[config.mk]
export PLATFORM = sky130hd
export DESIGN_NAME = htms_ctrl
export DESIGN_NICKNAME = d
export VERILOG_FILES = /design/src/design/htms_pkg.sv /design/src/design/htms_ctrl.sv
export SDC_FILE = /design/constraint.sdc
export NUM_CORES = 1
export LEC_CHECK = 0
export ABC_AREA = 1
export BUFFER_PORTS_ARGS = -buffer_cell sky130_fd_sc_hd__buf_2
export CORE_MARGIN = 10
export CORE_UTILIZATION = 42
export CTS_BUF_LIST = sky130_fd_sc_hd__clkbuf_4 sky130_fd_sc_hd__clkbuf_8
export CTS_CLUSTER_SIZE = 8
export DETAILED_ROUTE_END_ITERATION = 10
export PLACE_DENSITY = 0.81
export SETUP_SLACK_MARGIN = 0.15
export SLEW_MARGIN = 20
export SYNTH_ARGS = -nofsm -noshare
export SYNTH_HDL_FRONTEND = slang
export SYNTH_SLANG_ARGS = --single-unit
[constraint.sdc]
create_clock -name clk -period 1.5 [get_ports clk]
set_input_delay 0.075 -clock clk [delete_from_list [all_inputs] [get_ports clk]]
set_output_delay 0.075 -clock clk [all_outputs]
set_load 0.02 [all_outputs]
[src/design/htms_pkg.sv]
// ----------------------------------------------------------------------------
// htms_pkg
// Shared field widths, command codes and control structs for the handle
// table with mark and sweep bookkeeping.
// ----------------------------------------------------------------------------
package htms_pkg;

    // Field widths on the streaming ports
    localparam int MODE_W     = 3;
    localparam int HANDLE_W   = 10;
    localparam int KIND_W     = 8;
    localparam int TYPE_W     = 32;
    localparam int SIZE_W     = 32;
    localparam int STATUS_W   = 2;
    localparam int FREED_W    = 11;
    localparam int IN_DATA_W  = 88;
    localparam int OUT_DATA_W = 96;

    // Command modes
    localparam logic [MODE_W-1:0] MODE_ALLOC     = 3'd0;
    localparam logic [MODE_W-1:0] MODE_LOOKUP    = 3'd1;
    localparam logic [MODE_W-1:0] MODE_MARK      = 3'd2;
    localparam logic [MODE_W-1:0] MODE_CLR_MARKS = 3'd3;
    localparam logic [MODE_W-1:0] MODE_SWEEP     = 3'd4;

    // Result status codes
    localparam logic [STATUS_W-1:0] STATUS_OK   = 2'd0;
    localparam logic [STATUS_W-1:0] STATUS_DEAD = 2'd1;
    localparam logic [STATUS_W-1:0] STATUS_FULL = 2'd2;

    // Which result to build in the output register
    typedef enum logic [2:0] {
        RES_ZERO,
        RES_ALLOC,
        RES_FULL,
        RES_DEAD,
        RES_LOOKUP,
        RES_FREED
    } res_sel_t;

    // Controller to datapath
    typedef struct packed {
        logic     in_load;     // capture the input fields
        logic     stack_rd;    // read the top of the free stack
        logic     alloc_new;   // allocate the next unused slot
        logic     alloc_pop;   // allocate the handle read from the stack
        logic     ent_rd;      // read entry and flags at the input handle
        logic     mark_set;    // set the mark at the input handle
        logic     walk_start;  // restart the slot walk and freed count
        logic     clr_step;    // clear one mark and advance the walk
        logic     sweep_rd;    // read flags at the walk index
        logic     sweep_step;  // keep or free the entry just read
        logic     res_load;    // load the output register
        res_sel_t res_sel;
    } htms_cmd_t;

    // Datapath to controller
    typedef struct packed {
        logic [MODE_W-1:0] mode;
        logic              stack_empty;
        logic              slot_avail;
        logic              walk_more;
        logic              live;
    } htms_sts_t;

endpackage

[src/design/htms_ctrl.sv]
// ----------------------------------------------------------------------------
// htms_ctrl
// Command sequencer: takes one item at a time, steps the datapath through
// the memory accesses of its mode and hands the result to the output.
// ----------------------------------------------------------------------------
module htms_ctrl (
    input  logic                    clk,
    input  logic                    rst_n,
    input  logic                    in_valid,
    output logic                    in_ready,
    output logic                    out_valid,
    input  logic                    out_ready,
    input  htms_pkg::htms_sts_t     sts,
    output htms_pkg::htms_cmd_t     cmd
);

    typedef enum logic [2:0] {
        S_IDLE,
        S_DECODE,
        S_ALLOC_POP,
        S_LOOK,
        S_CLR,
        S_SW_RD,
        S_SW_WR,
        S_FIN
    } state_t;

    state_t              state_reg,     state_next;
    htms_pkg::res_sel_t  res_sel_reg,   res_sel_next;
    logic                out_valid_reg, out_valid_next;
    logic                slot_free;

    // Sequence the item
    always_comb
    begin
        cmd            = '0;
        cmd.res_sel    = res_sel_reg;
        state_next     = state_reg;
        res_sel_next   = res_sel_reg;
        slot_free      = !out_valid_reg || out_ready;
        out_valid_next = out_valid_reg && !out_ready;

        unique case (state_reg)
            S_IDLE:
            begin
                if (in_valid)
                begin
                    cmd.in_load = 1'b1;
                    state_next  = S_DECODE;
                end
            end
            S_DECODE:
            begin
                unique case (sts.mode) inside
                    htms_pkg::MODE_ALLOC:
                    begin
                        if (!sts.stack_empty)
                        begin
                            cmd.stack_rd = 1'b1;
                            state_next   = S_ALLOC_POP;
                        end
                        else if (sts.slot_avail)
                        begin
                            cmd.alloc_new = 1'b1;
                            res_sel_next  = htms_pkg::RES_ALLOC;
                            state_next    = S_FIN;
                        end
                        else
                        begin
                            res_sel_next = htms_pkg::RES_FULL;
                            state_next   = S_FIN;
                        end
                    end
                    htms_pkg::MODE_LOOKUP, htms_pkg::MODE_MARK:
                    begin
                        cmd.ent_rd = 1'b1;
                        state_next = S_LOOK;
                    end
                    htms_pkg::MODE_CLR_MARKS:
                    begin
                        cmd.walk_start = 1'b1;
                        state_next     = S_CLR;
                    end
                    htms_pkg::MODE_SWEEP:
                    begin
                        cmd.walk_start = 1'b1;
                        state_next     = S_SW_RD;
                    end
                    default:
                    begin
                        res_sel_next = htms_pkg::RES_ZERO;
                        state_next   = S_FIN;
                    end
                endcase
            end
            S_ALLOC_POP:
            begin
                cmd.alloc_pop = 1'b1;
                res_sel_next  = htms_pkg::RES_ALLOC;
                state_next    = S_FIN;
            end
            S_LOOK:
            begin
                // Entry and flags are in the read registers now
                if (sts.mode == htms_pkg::MODE_LOOKUP)
                begin
                    res_sel_next = sts.live ? htms_pkg::RES_LOOKUP : htms_pkg::RES_DEAD;
                end
                else
                begin
                    cmd.mark_set = sts.live;
                    res_sel_next = sts.live ? htms_pkg::RES_ZERO : htms_pkg::RES_DEAD;
                end
                state_next = S_FIN;
            end
            S_CLR:
            begin
                if (sts.walk_more)
                begin
                    cmd.clr_step = 1'b1;
                end
                else
                begin
                    res_sel_next = htms_pkg::RES_ZERO;
                    state_next   = S_FIN;
                end
            end
            S_SW_RD:
            begin
                if (sts.walk_more)
                begin
                    cmd.sweep_rd = 1'b1;
                    state_next   = S_SW_WR;
                end
                else
                begin
                    res_sel_next = htms_pkg::RES_FREED;
                    state_next   = S_FIN;
                end
            end
            S_SW_WR:
            begin
                cmd.sweep_step = 1'b1;
                state_next     = S_SW_RD;
            end
            S_FIN:
            begin
                // Wait for the output register to empty
                if (slot_free)
                begin
                    cmd.res_load   = 1'b1;
                    out_valid_next = 1'b1;
                    state_next     = S_IDLE;
                end
            end
            default:
            begin
                state_next = S_IDLE;
            end
        endcase
    end

    // Hold state and output valid
    always_ff @(posedge clk or negedge rst_n)
    begin
        if (!rst_n)
        begin
            state_reg     <= S_IDLE;
            res_sel_reg   <= htms_pkg::RES_ZERO;
            out_valid_reg <= 1'b0;
        end
        else
        begin
            state_reg     <= state_next;
            res_sel_reg   <= res_sel_next;
            out_valid_reg <= out_valid_next;
        end
    end

    assign in_ready  = (state_reg == S_IDLE);
    assign out_valid = out_valid_reg;

endmodule

# Word-level counts from Yosys, hierarchy flattened
# Index checks and enable logic that the tools add are counted.
# word_totals
out_inout_bits	16
mem_bits_rw	0
latch_bits	0
elab_cells	71
mem_bits_ro	0
mem_count	0
ff_bits	7
# op_classes
n_addsub	0
shifts	0
reduce_logical	13
magnitude_cmp	0
eq_ne	17
multipliers	0
muxes	38
bitwise	0
n_div	0
# op_table
cell	n
3-bit 2-to-1 mux	9
1-bit 2-to-1 mux	21
3-bit case mux with 7 select lines	1
3-bit == test, second input constant	5
3-bit case mux with 5 select lines	1
3-bit by 2-bit == test with 1-bit output, second input constant	4
3-bit case mux with 4 select lines	1
2-bit inequality test, second input constant	5
2-bit 2-to-1 mux	4
3-bit by 1-bit == test with 1-bit output, second input constant	2
3-bit zero test	2
3-bit case mux with 2 select lines	1
2-bit OR reduction	3
5-bit AND reduction	1
5-bit nonzero test	1
4-bit OR reduction	1
3-bit inequality test, second input constant	1
3-bit AND reduction	1
1-bit zero test	2
1-bit logical AND	1
1-bit logical OR	1

# Logic depth before layout (Yosys ltp)
# Gate-level depths: netlist of run 1.
# depth
depth_word	4
depth_mapped	8

# Worst setup path before layout of run 1
# Ideal clock, no wire load.
# synth_path
kind	reg2reg
startpoint	register state_reg[0]
endpoint	register state_reg[2]
stages_incl_launch_ff	7
path_slack_ps	75
period_less_slack_ps	1425
path_buffers	1
arrival_ps	1360
cell_sequence	dfrtp_1 buf_4 nor3_1 nor2_1 nand3_1 nand2_1 nand2_1
# synth_via
elab_chain_cells	3
# synth_rtl
element	line_no	text
from (decl)	htms_ctrl.sv:28	state_t state_reg, state_next;
from (signal assigned)	htms_ctrl.sv:174	state_reg <= state_next;
3-bit by 2-bit == test with 1-bit output (tied with other cells)	htms_ctrl.sv:43	unique case (state_reg)
2-bit OR reduction (no source line) / 2-bit inequality test (equally long branches)	-	
3-bit case mux with 7 select lines / 3-bit AND reduction (equally long branches)	-	
# Several ways; a longest one is shown, not always the timed one.
# A chain may end at the register's enable or synchronous reset.

==> impl_metrics.tcl, run 1 <==
set metrics [dict create \
    grt_pass1_wl_um 3463 \
    final_util_pct 74.14 \
    grt_util_met1_pct 13.45 \
    grt_setup_unrepaired "yes" \
    critical_path_cell_count 5 \
    antenna_found_initial 0 \
    num_vias 845 \
    fin_nets 157 \
    max_freq_ghz 0.7229 \
    worstSkewPairLatency_ps 250 \
    multiInputGateArea_um2 445.4 \
    wl_um 2170 \
    grt_pass1_vias 813 \
    use_met2_pct 20.03 \
    syn_inst 104 \
    grt_max_degree 8 \
    fillers 99 \
    design_area_um2 1001 \
    crit_arrival_ps 1310 \
    endpoint_kind "output port" \
    antenna_cells 0 \
    placed_cells 144 \
    path_clk_slew_ps 60 \
    hpwl_um 1482 \
    status "complete, no violations" \
    grt-ovfl-total 0 \
    slowest_delay_ps 460 \
    cts-htree-levels 1 \
    syn_to_final_growth_pct 61.29 \
    worstSetupPathType "register to output port" \
    drt_iter0_drc 42 \
    cts_tree "built" \
    die_w_um 58.44 \
    synth_fp_nets 115 \
    total_power_uw 1978 \
    holdPathStages 3 \
    place.gp.congestion 0.8424 \
    top_level_ports 27 \
    drv_slew 0 \
    clock_sinks 7 \
    syn_area_um2 620.6 \
    drt-vias-per-instance 5.281 \
    powerDensity_nw_per_um2 1976 \
    yosysSeqAreaShare_pct 28.23 \
    cellLeakagePower_uw 0.0005603 \
    die_area_um2 3415 \
    period_needed_ps 1383 \
    start_util_pct 45.97 \
    tightest_slew_ps 219.2 \
    vdd_drop_max_v 0.001075 \
    drc 0 \
    r2r_cells 8 \
    cts-buffers-inserted 3 \
    grt_use_met3_pct 5.365 \
    cts_max_path_buffers 2 \
    drive_gt1_share_pct 45.52 \
    busiest_layer "met2" \
    ys_seq_elements 7 \
    maxCapViolCount 0 \
    place_area_um2 767.0 \
    hold_path.class "input port to register" \
    drtAntennaViolNets 0 \
    synth_top_area_cell "dfrtp_1" \
    worst-path-buf-inv 3 \
    die_y_um 58.44 \
    regArea_um2 177.7 \
    critPathSlowestCell "dfrtp_2" \
    dr.pass1.iters 4 \
    yosysTopAreaCellShare_pct 28.23 \
    synth_warnings 0 \
    crit_family "flip-flops" \
    core-area_um2 1350 \
    start_kind "register" \
    worstPathRequired_ps 1420 \
    avgSynthCellArea_um2 5.967 \
    grtUsageTotal_pct 12.29 \
    maxSlewHeadroom_pct 85.24 \
    skew_ps 9.147 \
    synth.area.top_cells "dfrtp_1 28%, nand2_1 17%, nand3_1 13%, inv_1 9.7%, nor2_1 8.5%" \
    finalHoldViolations 0 \
    fin_tns_setup_ps 0 \
    cpMostUsedCell "buf_4" \
    wl_per_cell_um 13.56 \
    finalSetupViolCount 0 \
    crit_fanout 7 \
    period_share_pct 92.22 \
    cts-root-buf "clkbuf_4" \
    synthDistinctLibCells 17 \
    path_cells "buf_4 -> inv_1 -> nand3_2 -> nor2_1 -> buf_4" \
    instances_no_fill 160 \
    portBuffers 26 \
    rows 13 \
]
-- power by group --
part           internal (uW)  leakage [uW]  switching [uW]  total, uW
Combinational            575      0.000456             832       1410
Clock                    120     0.0000184            68.9        188
Sequential               285     0.0000854            97.4        382
Total                    979      0.000560             999       1980
-- per-layer routing --
layer  wire length, um  vias up
li1                  -      418
met1               879      380
met2              1035       41
met3               210        6
met4                45        0
met5                 0        -
-- tightest hold or removal path, cell delays in order --
cell	delay (ps)
buf_2	70
or2_2	110
nand2_1	40
-- path summary, 6_finish.rpt --
kind                                            start                    endpoint  slack (ps)
min in group asynchronous                       rst_n  res_sel_reg[1]$_DFFE_PN0P_         190
setup / recovery             state_reg[0]$_DFFE_PN0P_                     cmd[13]         120
hold / removal                              out_ready         out_valid$_DFF_PN0_         100
hold reg to reg            res_sel_reg[2]$_DFFE_PN0P_  res_sel_reg[2]$_DFFE_PN0P_         460
max in group asynchronous                       rst_n    state_reg[2]$_DFFE_PN0P_        1150
setup reg to reg             state_reg[2]$_DFFE_PN0P_    state_reg[2]$_DFFE_PN0P_         190
-- kinds of logic after synthesis --
family	after synthesis	share of synthesized area (%)
and+or+nand+nor	68	50.40
buffers and inverters	18	11.49
AOI/OAI and AO/OA	11	9.879
DFF	7	28.23
-- synth_stat cells --
| cell type | number |
|---|---|
| nor2_1 | 14 |
| a21oi_1 | 2 |
| nand3b_1 | 2 |
| buf_4 | 1 |
| nor3_1 | 3 |
| nand2_1 | 28 |
| nor2_2 | 1 |
| a31oi_1 | 2 |
| nand3_1 | 16 |
| nand3_2 | 1 |
| o21ai_2 | 1 |
| nor2_4 | 2 |
| or2_2 | 1 |
| inv_2 | 1 |
| dfrtp_1 | 7 |
| o21ai_0 | 6 |
| inv_1 | 16 |
-- cell type report --
cell class / count / share of cell area [%]
sequential: 7 / 17.75
tap: 15 / 1.875
inverter: 17 / 6.625
clock buffer: 4 / 3.000
multi-input combinational: 79 / 44.50
timing repair buffer: 38 / 26.25
-- placed cells by master, fill, tap and decap left out, drive strengths merged --
| master | n |
|---|---|
| buf | 37 |
| nand2 | 28 |
| inv | 17 |
| nand3 | 17 |
| nor2 | 17 |
| dfrtp | 7 |
| o21ai | 7 |
| clkbuf | 4 |
| nor3 | 3 |
| a31oi | 2 |
| nand3b | 2 |
| a21oi | 2 |
| or2 | 1 |
| dlygate4sd3 | 1 |
-- metrics by stage --
step | hold slack [ps] | worst slack, ps
finish | 99.01 | 116.7
global route | 119.3 | 46.97
CTS | 94.31 | 129.6
detailed placement | -87.87 | 178.4
global placement | -88.59 | 210.3
floorplan | -220.6 | 164.5
-- timing repair --
item                                    4_1_cts  5_1_grt
resized for setup                            11       27
hold buffers                                  1        0
buffers inserted                              9        2
pin swaps                                     1        8
hold endpoints to repair                      7        0
endpoints found under the setup margin        9       17
(Power assumes the default switching activity.)
==> inputs of run 2 (changes only) <==
ABC_AREA = default   (was 1)
GPL_TIMING_DRIVEN = 0   (was default)
PLACE_DENSITY = 0.83   (was 0.81)
==> impl_metrics.tcl, run 2 <==
set metrics [dict create \
    status "finished with violations" \
    violations "negative setup slack" \
    drtAntennaViolNets 0 \
    synthFlopType "dfrtp_1" \
    yosysTopAreaCellShare_pct 31.46 \
    num_vias 812 \
    crit_family "buffers and inverters" \
    place.gp.congestion 0.8251 \
    use_met2_pct 25.83 \
    synth_most_common_cell "nor2_1" \
    top_level_ports 27 \
    wl_per_cell_um 21.58 \
    grt_util_met1_pct 15.52 \
    syn_area_um2 556.8 \
    cpMostUsedCell "buf_6" \
    cts_tree "built" \
    powerDensity_nw_per_um2 2041 \
    path_clk_slew_ps 60 \
    p_sw_share_pct 44.87 \
    final_util_pct 90.93 \
    die_area_um2 3182 \
    synth_top_cells_by_count "9 x nor2_1, 7 x dfrtp_1, 7 x nand2_1, 5 x a21oi_1, 5 x nor3_1" \
    fillers 56 \
    synth_edf_count 0 \
    setup_ws_ps -122.5 \
    antenna_found_initial 0 \
    seq_power_share_pct 14.9 \
    slowest_delay_ps 370 \
    period_share_pct 108.2 \
    vdd_drop_max_v 0.001248 \
    maxSlewHeadroom_pct 76.47 \
    cts-htree-levels 1 \
    cellLeakagePower_uw 0.0005473 \
    mostFrequentLayoutCells "20 x buf_4, 16 x buf_2, 8 x buf_6" \
    antenna_cells 0 \
    grt_pass1_wl_um 3815 \
    hpwl_um 1336 \
    final_common_cell "buf_4" \
    drc 0 \
    fin_nets 134 \
    synthDistinctLibCells 29 \
    wl_um 2956 \
    synth.area.top_cells "dfrtp_1 31%, nor2_1 6.1%, mux2_2 6.1%, nand2_1 4.7%, a21oi_1 4.5%" \
    netSwitchingPower_uw 1056 \
    finalSetupViolCount 6 \
    finalHoldViolations 0 \
    cts_max_path_buffers 2 \
    avgSynthCellArea_um2 7.524 \
    synth_fp_nets 85 \
    clock_sinks 7 \
    tightest_slew_ps 352.2 \
    grt_max_degree 11 \
    grt_pass1_vias 814 \
    syn_inst 74 \
    worstPathRequired_ps 1420 \
    crit_arrival_ps 1550 \
    skew_ps 2.619 \
    worstSetupPathType "register to output port" \
    grtUsageTotal_pct 14.36 \
    busiest_layer "met2" \
    start_kind "register" \
    critPathSlowestCell "dfrtp_1" \
    die_y_um 56.41 \
    grt-ovfl-total 0 \
    drv_slew 0 \
    drt_iter0_drc 35 \
    period_needed_ps 1622 \
    worst-path-buf-inv 4 \
    total_power_uw 2354 \
    p_clk_share_pct 9.2 \
    worstSkewPairLatency_ps 270 \
    rows 13 \
    drive_gt1_share_pct 62.30 \
    intPower_uw 1298 \
    dr.pass1.iters 4 \
    drt-vias-per-instance 5.927 \
    ys_seq_elements 7 \
    fin_tns_setup_ps -485.8 \
    endpoint_kind "output port" \
    syn_to_final_growth_pct 107.2 \
    maxCapViolCount 0 \
    grt_use_met3_pct 3.820 \
    dp_slack_ps -20.91 \
    die_w_um 56.41 \
    yosysSeqAreaShare_pct 31.46 \
    crit_fanout 3 \
    portBuffers 26 \
    synth-async-reset-ratio_pct 100.0 \
    start_util_pct 43.89 \
    core-area_um2 1269 \
    cts-root-buf "clkbuf_4" \
    cts-buffers-inserted 3 \
    max_freq_ghz 0.6163 \
    hold_path.class "input port to register" \
    grt_setup_unrepaired "yes" \
    path_cells "clkbuf_8 -> buf_6 -> buf_6 -> nand4b_1 -> nor2_1 -> buf_4" \
    p_comb_share_pct 75.9 \
    synth_warnings 0 \
    synth_top_area_cell "dfrtp_1" \
]
run 2: cell count changes in the layout (fill, tap and decap cells not counted), sizes merged, moves of 4 or more:
cell and change:
nand2 -21, buf +9, nand3 -16, inv -15
nor2 -8, nand2b +4
run 2: per-layer routing:
metal	routed length (um)	vias to the layer above
met5	0	-
met4	21	0
met3	211	2
met2	1566	48
met1	1156	402
li1	-	360
run 2: worst paths after layout:
| path | slack, ps | end | depth (start not counted) | start |
|---|---|---|---|---|
| setup / recovery | -120 | cmd[8] | 6 | state_reg[2]$_DFFE_PN0P_ |
| hold / removal | 150 | out_valid$_DFF_PN0_ | 3 | out_ready |
| setup reg to reg | -30 | res_sel_reg[0]$_DFFE_PN0P_ | 7 | state_reg[2]$_DFFE_PN0P_ |
| hold reg to reg | 520 | res_sel_reg[0]$_DFFE_PN0P_ | 1 | res_sel_reg[0]$_DFFE_PN0P_ |
| max in group asynchronous | 1110 | state_reg[0]$_DFFE_PN0P_ | 2 | rst_n |
| min in group asynchronous | 220 | res_sel_reg[2]$_DFFE_PN0P_ | 2 | rst_n |
run 2: cells by family (layout without fill, tap and decap cells):
| family | Yosys count | count (layout) | share of synthesized area [%] |
|---|---|---|---|
| flip-flops | 7 | 7 | 31.46 |
| buffers and inverters | 8 | 56 | 6.067 |
| multiplexers | 4 | 4 | 7.865 |
| AO/OA/AOI/OAI | 16 | 16 | 17.08 |
| AND/OR/NAND/NOR | 37 | 37 | 34.38 |
| XOR/XNOR | 2 | 2 | 3.147 |
run 2: area by class of cell:
type | instances | area [um^2] | area share, %
repair buffers | 44 | 347.8 | 30.15
well taps | 15 | 18.77 | 1.627
inverters | 2 | 7.507 | 0.6508
flip-flops and latches | 7 | 176.4 | 15.29
plain buffers | 6 | 60.06 | 5.206
multi-input cells | 59 | 513.0 | 44.47
clock buffers | 4 | 30.03 | 2.603
run 2: metrics by stage:
step / std cells / hold WS [ps] / area, um^2
after floorplan: 74 / -220.6 / 610.6
after global placement: 115 / -89.75 / 759.5
after detailed placement: 115 / -83.77 / 759.5
after CTS: 132 / 131.6 / 1049
after global routing: 137 / 162.2 / 1154
final: 137 / 148.1 / 1154
run 2: power groups by stage:
stage | Combinational, uW | Clock, uW | Sequential (uW)
2_1_floorplan | 593 | 0 | 401
3_5_place_dp | 880 | 0 | 347
3_3_place_gp | 862 | 0 | 343
6_report | 1790 | 216 | 351
4_1_cts | 1420 | 198 | 343
5_1_grt | 1890 | 226 | 356
run 2: timing repair:
action,in CTS,in global routing
gates cloned,1,0
setup endpoints to repair,16,16
pin swaps,3,7
hold endpoints to repair,7,0
hold buffers,1,0
resized for setup,39,17
buffers inserted,11,5
run 2: worst min-delay path, delay by kind of cell:
kind	cells	cell delay, ps
AND/OR/NAND/NOR	2	220
buffers and inverters	1	80
